$ cat config.mk
export PLATFORM = sky130hd
export DESIGN_NAME = clb_queue
export DESIGN_NICKNAME = d
export VERILOG_FILES = /design/src/sv/clb_pkg.sv /design/src/sv/clb_queue.sv
export SDC_FILE = /design/constraint.sdc
export NUM_CORES = 1
export LEC_CHECK = 0
export BUFFER_PORTS_ARGS = -buffer_cell sky130_fd_sc_hd__buf_2
export CAP_MARGIN = 0
export CORE_ASPECT_RATIO = 1.4
export CORE_MARGIN = 10
export CORE_UTILIZATION = 25
export CTS_BUF_LIST = sky130_fd_sc_hd__clkbuf_4 sky130_fd_sc_hd__clkbuf_8 sky130_fd_sc_hd__clkbuf_16
export DETAILED_ROUTE_END_ITERATION = 10
export PLACE_DENSITY = 0.49
export SLEW_MARGIN = 10
export SYNTH_ARGS = -nofsm -noshare
export SYNTH_HDL_FRONTEND = slang
export SYNTH_SLANG_ARGS = --single-unit
export TNS_END_PERCENT = 30
$ cat constraint.sdc
create_clock -name clk -period 7.2 [get_ports clk]
set_clock_uncertainty 0.05 [all_clocks]
set_input_delay 0.36 -clock clk [delete_from_list [all_inputs] [get_ports clk]]
set_output_delay 0.36 -clock clk [all_outputs]
set_load 0.02 [all_outputs]
$ cat src/sv/clb_pkg.sv
`default_nettype none

package clb_pkg;

    // Default grid size and particle limit.
    localparam int CELLS_X_DEF       = 16;
    localparam int CELLS_Y_DEF       = 16;
    localparam int CELLS_Z_DEF       = 16;
    localparam int MAX_PARTICLES_DEF = 65536;

    // Field widths.
    localparam int NUM_AXES   = 3;
    localparam int POS_W      = 32;
    localparam int INV_W      = 32;
    localparam int BOUNDS_W   = 64;
    localparam int ID_W       = 16;
    localparam int CELL_W     = 8;
    localparam int SLOT_W     = 12;
    localparam int SLOTS      = 1 << SLOT_W;
    localparam int HEAD_W     = 17;
    localparam int COUNT_W    = 17;
    localparam int STATUS_W   = 2;
    localparam int CFG_IDX_W  = 3;
    localparam int CFG_DATA_W = 64;

    // Queue between the front and the back.
    localparam int QUEUE_DEPTH = 8;
    localparam int QPTR_W      = $clog2(QUEUE_DEPTH);
    localparam int QCNT_W      = $clog2(QUEUE_DEPTH + 1);

    // Configuration register indices.
    localparam logic [CFG_IDX_W-1:0] REG_BOUNDS_X = 3'd0;
    localparam logic [CFG_IDX_W-1:0] REG_BOUNDS_Y = 3'd1;
    localparam logic [CFG_IDX_W-1:0] REG_BOUNDS_Z = 3'd2;
    localparam logic [CFG_IDX_W-1:0] REG_INV_X    = 3'd3;
    localparam logic [CFG_IDX_W-1:0] REG_INV_Y    = 3'd4;
    localparam logic [CFG_IDX_W-1:0] REG_INV_Z    = 3'd5;

    // Result status codes.
    localparam logic [STATUS_W-1:0] STATUS_BINNED  = 2'd0;
    localparam logic [STATUS_W-1:0] STATUS_OUTSIDE = 2'd1;
    localparam logic [STATUS_W-1:0] STATUS_SKIPPED = 2'd2;

    // Reset values and limits.
    localparam logic [INV_W-1:0]   INV_RESET  = 32'h0001_0000;
    localparam logic [COUNT_W-1:0] COUNT_MAX  = '1;
    localparam logic [HEAD_W-1:0]  HEAD_EMPTY = '1;

    // One classified request travelling from the front to the back.
    typedef struct packed {
        logic              ok;
        logic [SLOT_W-1:0] slot;
        logic [ID_W-1:0]   id;
        logic              last;
    } clb_item_t;

    // One entry of the cell store.
    typedef struct packed {
        logic [COUNT_W-1:0] count;
        logic [HEAD_W-1:0]  head;
    } clb_entry_t;

endpackage

`default_nettype wire

$ cat src/sv/clb_queue.sv
`default_nettype none

module clb_queue
    import clb_pkg::*;
(
    input  wire logic        clk,
    input  wire logic        rst_n,
    input  wire logic        push,
    input  wire clb_item_t   push_item,
    input  wire logic        pop,
    output clb_item_t        head,
    output logic             empty,
    output logic [QCNT_W-1:0] count
);

    clb_item_t           slot_reg [QUEUE_DEPTH];
    logic [QPTR_W-1:0]   wr_ptr_reg;
    logic [QPTR_W-1:0]   rd_ptr_reg;
    logic [QCNT_W-1:0]   count_reg;

    // Pointers and fill level; the front never pushes into a full queue.
    always_ff @(posedge clk or negedge rst_n)
    begin
        if (!rst_n)
        begin
            wr_ptr_reg <= '0;
            rd_ptr_reg <= '0;
            count_reg  <= '0;
        end
        else
        begin
            if (push)
            begin
                wr_ptr_reg <= wr_ptr_reg + 1'b1;
            end
            if (pop)
            begin
                rd_ptr_reg <= rd_ptr_reg + 1'b1;
            end
            if (push && !pop)
            begin
                count_reg <= count_reg + 1'b1;
            end
            else if (pop && !push)
            begin
                count_reg <= count_reg - 1'b1;
            end
        end
    end

    // Storage.
    always_ff @(posedge clk)
    begin
        if (push)
        begin
            slot_reg[wr_ptr_reg] <= push_item;
        end
    end

    assign head  = slot_reg[rd_ptr_reg];
    assign empty = (count_reg == '0);
    assign count = count_reg;

endmodule

`default_nettype wire

==> impl_metrics.yaml, run 1 <==
clocking:
  cts_tree: "done"
  clockRootBuffer: "clkbuf_16"
  ctsHoldBuffers: 1
  cts_sinks: 250
  worstSkewPairLatency_ns: 0.52
  clk_pin_slew_ns: 0.06
  numCtsBuffers: 24
  cts_setup_buffers: 0
  htree_levels: 1
  cts_buffer_depth: 3
  cts_resized: 0
route:
  vias: 4428
  vias_per_cell: 4.28
  drc: 0
  wire_per_inst_um: 20.5
  antenna_left: 0
  drt-pass1-iter-count: 4
  routed_wl_mm: 21.2
  drt_iter0_markers: 255
yosys:
  syn_inst: 406
  synth-async-reset-ratio_pct: 4.00
  synthesis.area_um2: 9830
  postSynthAreaPerCell_um2: 24.2
  yosysWarnings: 0
  yosysSeqAreaShare_pct: 75.8
  ys_types: 27
  synth_nets: 446
  synth-main-ff-cell: "edfxtp_1"
  synth-seq-cells: 250
  synth_edf_count: 240
floorplan:
  initial_utilization_pct: 25.4
  die_w_um: 188
  dieArea_um2: 47800
  fp.dieH_um: 255
  ios: 69
  core_area_um2: 38700
  rows: 85
setup_path:
  cp_slowest_cell: "dfrtp_4"
  crit_type: "reg2out"
  cp_num_buf_inv: 1
  startpoint_type: "register"
  cp_top_family: "flip-flops"
  crit_required_ns: 6.79
  crit_arrival_ns: 2.85
  end_kind: "primary output"
  worstPathMaxFanout: 62
  path_cells: "mux4_1 > mux2_2 > buf_2"
  slowest_delay_ns: 1.12
final_layout:
  layout.nets: 534
  drive_above_1_share_pct: 32.3
  largest_reg_flops: 240
  areaGrowthSynthToFinish_pct: 18.9
  nFillCells: 3780
run_status:
  outcome: "finished, final reports clean"
pwr:
  ir_worst_vdd_uv: 143
  p_int_w: 0.00324
  power_w: 0.00467
  power_switching_w: 0.00143
  p_per_area_nw_per_um2: 400
  seqPwrFrac_pct: 44.2
  share_comb_of_total_power_pct: 27.9
  leakagePower_nw: 3.92
  p_sw_share_pct: 30.7
  clkPwrFrac_pct: 27.9
placed_design:
  io_buffer_count: 68
  place_congestion: 0.656
  place_hpwl_mm: 12.4
sta:
  final.min_clock_period_ns: 3.26
  setup_violations: 0
  relSlewSlack_pct: 28.7
  hold_viol: 0
  tightestPinTransition_ns: 1.07
  setup-tns-final_ns: 0
  finalCritPeriodShare_pct: 45.3
  maxSlewViolCount: 0
  rsz0062_at_grt: "no"
  fmax_mhz: 307
global_route:
  gr-total-overflow: 0
  grt_pass1_vias: 4803
  grt_max_degree: 63
  grtUsageMet1_pct: 9.47
  grt.total_usage_pct: 8.77
  grtUsageMet3_pct: 2.20
  busiest_layer: "met2"
  antenna_found_initial: 6
  grt_pass1_wl_mm: 31.5
  grt_util_met2_pct: 16.5
flow_run:
  maxCapViolCount: 0
hold_path:
  hold_path_class: "in2reg"
[routing by layer]
| layer | vias up | wire length (um) |
|---|---|---|
| li1 | 1952 | - |
| met1 | 2342 | 8240 |
| met2 | 87 | 11400 |
| met3 | 39 | 1070 |
| met4 | 8 | 411 |
| met5 | - | 47 |
[through the flow]
stage | std cells | utilization [%] | instance area, um^2 | hold WS, ns | worst slack (ns)
final | 1034 | 30.2 | 11700 | 0.0341 | 3.94
after global routing | 1033 | 30.2 | 11700 | 0.0420 | 3.81
after CTS | 1033 | 30.2 | 11700 | 0.0137 | 3.85
after detailed placement | 989 | 28.0 | 10800 | 0.206 | 4.42
after global placement | 989 | 28.0 | 10800 | 0.200 | 4.47
after floorplan | 406 | - | 9830 | 0.0144 | 4.05
[placed cells by master, fill, tap and decap left out, drive strengths merged]
cell | netlist | layout
a2111o | 1 | 1
a21oi | 2 | 2
buf | 9 | 79
bufinv | 0 | 4
clkbuf | 9 | 28
clkinv | 0 | 10
clkinvlp | 0 | 1
dfrtp | 10 | 10
diode | 0 | 1
dlygate4sd3 | 0 | 1
edfxtp | 240 | 240
fa | 1 | 1
ha | 5 | 5
inv | 2 | 2
mux2 | 33 | 33
mux2i | 1 | 1
mux4 | 60 | 60
nand2 | 6 | 6
nand2b | 3 | 3
nand3 | 2 | 2
nand3b | 1 | 1
nor2 | 6 | 6
nor3 | 3 | 3
nor4 | 1 | 1
o211ai | 2 | 2
o21ai | 1 | 1
or3 | 1 | 1
or4 | 1 | 1
xnor2 | 4 | 4
xor2 | 2 | 2
[worst reg2reg max path: cells and delay by family (launching register included)]
kind          cells  cell delay [ns]
simple gates      2             0.89
buf+inv           1             0.47
flops             1             0.40
[Yosys cell counts (2+ instances only)]
| library cell | count | area, um^2 |
|---|---|---|
| edfxtp_1 | 240 | 7210 |
| mux4_1 | 59 | 1550 |
| mux2_2 | 33 | 372 |
| dfrtp_1 | 10 | 250 |
| clkbuf_1 | 9 | 33.8 |
| buf_6 | 7 | 78.8 |
| nand2_1 | 6 | 22.5 |
| nor2_1 | 6 | 22.5 |
| ha_1 | 5 | 62.6 |
| xnor2_1 | 4 | 35.0 |
| nand2b_1 | 3 | 18.8 |
| nor3_1 | 3 | 15.0 |
| a21oi_1 | 2 | 10.0 |
| buf_1 | 2 | 7.51 |
| inv_1 | 2 | 7.51 |
| nand3_1 | 2 | 10.0 |
| o211ai_1 | 2 | 15.0 |
| xor2_1 | 2 | 17.5 |
[power groups by stage]
| stage | registers, W | clock network [W] | logic (W) |
|---|---|---|---|
| floorplan | 0.00193 | 0 | 0.00103 |
| global placement | 0.00210 | 0 | 0.00133 |
| detailed placement | 0.00211 | 0 | 0.00134 |
| CTS | 0.00208 | 0.00135 | 0.00135 |
| global route | 0.00210 | 0.00140 | 0.00141 |
| finish | 0.00206 | 0.00131 | 0.00130 |
[cell type report]
cell class / count / area, um^2 / area share, %
flip-flops and latches: 250 / 7460 / 63.9
clock buffers: 28 / 648 / 5.54
diodes: 1 / 2.50 / 0.0214
repair buffers: 80 / 433 / 3.70
inverters: 2 / 7.51 / 0.0642
clock inverters: 15 / 179 / 1.53
well taps: 522 / 653 / 5.59
multi-input cells: 136 / 2300 / 19.7
[logic make-up (layout without fill, tap and decap cells)]
group / after synthesis / after routing / share of synthesized area, %
other cells: 0 / 1 / 0
fa+ha+maj: 6 / 6 / 0.840
xor+xnor: 6 / 6 / 0.534
flops: 250 / 250 / 75.8
simple gates: 24 / 24 / 1.18
compound gates: 6 / 6 / 0.420
mux: 94 / 94 / 19.9
buf+inv: 20 / 125 / 1.30
[path summary, 6_finish.rpt]
path | start | to | slack, ns | cells past startpoint
setup / recovery | rd_ptr_reg[0] | head[25] | 3.94 | 3
hold / removal | pop | rd_ptr_reg[0] | 0.03 | 2
setup reg to reg | wr_ptr_reg[1] | slot_reg[4][15] | 5.05 | 3
hold reg to reg | count[2] | count[2] | 0.50 | 2
max in group asynchronous | rst_n | rd_ptr_reg[0] | 6.66 | 2
min in group asynchronous | rst_n | count[1] | 0.19 | 2
(Power assumes the default switching activity.)
==> run 2: changes to the inputs <==
--- a/config.mk
+++ b/config.mk
@@ -5,6 +5,7 @@
 export SDC_FILE = /design/constraint.sdc
 export NUM_CORES = 1
 export LEC_CHECK = 0
+export ABC_AREA = 1
 export BUFFER_PORTS_ARGS = -buffer_cell sky130_fd_sc_hd__buf_2
 export CAP_MARGIN = 0
 export CORE_ASPECT_RATIO = 1.4
@@ -12,7 +13,7 @@
 export CORE_UTILIZATION = 25
 export CTS_BUF_LIST = sky130_fd_sc_hd__clkbuf_4 sky130_fd_sc_hd__clkbuf_8 sky130_fd_sc_hd__clkbuf_16
 export DETAILED_ROUTE_END_ITERATION = 10
-export PLACE_DENSITY = 0.49
+export PLACE_DENSITY = 0.5
 export SLEW_MARGIN = 10
 export SYNTH_ARGS = -nofsm -noshare
 export SYNTH_HDL_FRONTEND = slang
==> constraint.sdc (replaced) <==
create_clock -name clk -period 2.95 [get_ports clk]
set_clock_uncertainty 0.05 [all_clocks]
set_input_delay 0.1475 -clock clk [delete_from_list [all_inputs] [get_ports clk]]
set_output_delay 0.1475 -clock clk [all_outputs]
set_load 0.02 [all_outputs]
==> run 2 against run 1 <==
Compared with the run above: non-clock buffer count is 44 higher; worst setup slack got worse by 3.6 ns; die area is 9.7% higher; flip-flop and latch count is the same; sequential share of layout area decreased by 7.3 points; global-route usage rose by 0.81 points; total power rose to 2.7 times the previous value; cell count rose by 73%; largest cell class unchanged; largest power group is now combinational cells; highest routed layer is now met4.
==> impl_metrics.yaml, run 2 <==
run_status:
  outcome: "finished, final reports clean"
global_route:
  gr-total-overflow: 0
  grt.total_usage_pct: 9.58
  grt_pass1_wl_mm: 39.2
  grt_pass1_vias: 6753
  antenna_found_initial: 1
  grt_max_degree: 63
sta:
  rsz0062_at_grt: "no"
  hold_viol: 0
  final.min_clock_period_ns: 2.63
  fmax_mhz: 381
  relSlewSlack_pct: 42.4
  finalCritPeriodShare_pct: 89.0
  setup_violations: 0
  tightestPinTransition_ns: 0.864
  maxSlewViolCount: 0
  setup-tns-final_ns: 0
setup_path:
  worstPathMaxFanout: 60
  r2r_start: "wr_ptr_reg[0]"
  worstRegToRegCells: 3
  cp_num_buf_inv: 2
  crit_arrival_ns: 2.43
  end_kind: "primary output"
  slowest_delay_ns: 0.86
  startpoint_type: "register"
  crit_top_cell: "nand2_1"
  r2r_slack_ns: 0.96
  crit_type: "reg2out"
  path_cells: "buf_4 > nor2_1 > nor2_1 > nand2_1 > nand2_1 > nand2_1 > nand2_1 > buf_2"
  crit_required_ns: 2.75
  r2r_end: "slot_reg[6][12]"
  worst-path-stages: 8
  cp_slowest_cell: "dfrtp_4"
  cp_top_family: "flip-flops"
route:
  drt-pass1-iter-count: 4
  wire_per_inst_um: 14.3
  antenna_left: 0
  vias_per_cell: 4.01
  vias: 7162
  routed_wl_mm: 25.4
  drt_iter0_markers: 268
  drc: 0
yosys:
  yosysMostFrequentCell: "nand2_1"
  ys_types: 20
  synth-main-ff-cell: "edfxtp_1"
  synth-async-reset-ratio_pct: 4.00
  yosysSeqAreaShare_pct: 68.5
  postSynthAreaPerCell_um2: 9.80
  syn_inst: 1110
  synthesis.area_um2: 10900
  yosysTopAreaCell: "edfxtp_1"
  yosys.area.top_type_share_pct: 66.2
  yosysWarnings: 0
  synth_nets: 1150
  synth-seq-cells: 250
  synth_edf_count: 240
  ys_top_cells_by_count: "414 x nand2_1, 247 x nor2_1, 240 x edfxtp_1"
  ys_top_cells_by_area: "edfxtp_1 66%, nand2_1 14%, nor2_1 8.5%, inv_1 4.5%, dfrtp_1 2.3%"
clocking:
  cts_resized: 0
  clk_pin_slew_ns: 0.06
  htree_levels: 1
  cts_buffer_depth: 3
  numCtsBuffers: 25
  cts_sinks: 250
  clockRootBuffer: "clkbuf_16"
  worstSkewPairLatency_ns: 0.52
  cts_tree: "done"
final_layout:
  largest_reg_flops: 240
  stdcell_count: 1785
  final_common_cell: "nand2_1"
  layout.nets: 1254
  drive_above_1_share_pct: 11.8
  layout_common_cells: "414 x nand2_1, 240 x edfxtp_1, 239 x nor2_1, 131 x inv_1, 68 x buf_2"
  areaGrowthSynthToFinish_pct: 21.1
hold_path:
  hold_path_class: "in2reg"
  whs_endpoint: "rd_ptr_reg[0]"
  min_path_cells: 3
  min_from: "pop"
floorplan:
  rows: 90
  dieArea_um2: 52400
  core_area_um2: 43100
  die_w_um: 196
  ios: 69
  fp.dieH_um: 267
  initial_utilization_pct: 25.2
placed_design:
  place_hpwl_mm: 15.0
  io_buffer_count: 68
  dp_cells: 1705
  place_congestion: 0.729
flow_run:
  maxCapViolCount: 0
pwr:
  p_per_area_nw_per_um2: 954
  ir_worst_vdd_uv: 431
  leakagePower_nw: 5.64
[run 2: changes by cell type after synthesis, moves of 24 or more]
cell and change:
mux2_2 -33, buf_2 +24, nand2_1 +408, mux4_1 -59
nor2_1 +241, inv_1 +129
[run 2: layout make-up]
type | count | area (um^2)
Tap cell | 552 | 691
Clock buffer | 32 | 697
Inverter | 132 | 495
Multi-Input combinational cell | 681 | 2720
Timing Repair Buffer | 124 | 971
Sequential cell | 250 | 7460
Fill cell | 4399 | 29900
Antenna cell | 1 | 2.50
Clock inverter | 13 | 149
[run 2: cell families after synthesis]
group | Yosys count | share of synthesized area [%]
and+or+nand+nor | 666 | 23.1
xor gates and xnor gates | 5 | 0.402
DFF | 250 | 68.5
AOI/OAI and AO/OA | 4 | 0.184
buffers and inverters | 179 | 7.07
adders and majority gates | 6 | 0.759
[run 2: worst max-delay path by stage]
stage	from	endpoint	slack, ns
after floorplan	wr_ptr_reg[0]	slot_reg[0][0]	0.48
after global placement	rd_ptr_reg[0]	head[17]	0.83
after CTS	rd_ptr_reg[0]	head[17]	0.27
after global routing	rd_ptr_reg[0]	head[14]	0.11
after detailed placement	rd_ptr_reg[0]	head[17]	0.84
final	rd_ptr_reg[0]	head[17]	0.32
[run 2: per-stage QoR]
step           cell area (um^2)  worst slack, ns  hold WS (ns)  utilization, %  total power, W
3_3_place_gp              12000            0.834       -0.0168            27.8         0.00947
6_report                  13200            0.324         0.362            30.6          0.0126
5_1_grt                   13200            0.113         0.390            30.6          0.0135
2_1_floorplan             10900            0.476        -0.198               -         0.00792
4_1_cts                   13200            0.266         0.348            30.6          0.0129
3_5_place_dp              12000            0.842       -0.0170            27.8         0.00951
[run 2: power by group]
part / total [W] / switching, W / internal [W]
combinational: 0.00473 / 0.00322 / 0.00152
clock: 0.00327 / 0.00133 / 0.00194
sequential: 0.00458 / 0.000260 / 0.00432
total: 0.0126 / 0.00481 / 0.00777
[run 2: what timing repair did]
item	CTS	global route
hold buffers	34	0
endpoints found under the hold margin	256	0
setup endpoints to repair	0	0
buffers inserted	0	0
[run 2: worst reg2reg max path: cells and delay by family (launching register included)]
kind,cells,cell delay [ns]
and+or+nand+nor,2,0.96
buffers and inverters,1,0.26
DFF,1,0.40
[run 2: layer usage]
layer	global-route usage, %	vias to the layer above	wire length, um
li1	-	3651	-
met1	11.2	3378	10800
met2	17.2	96	13100
met3	1.42	37	879
met4	3.60	0	655
met5	0	-	0
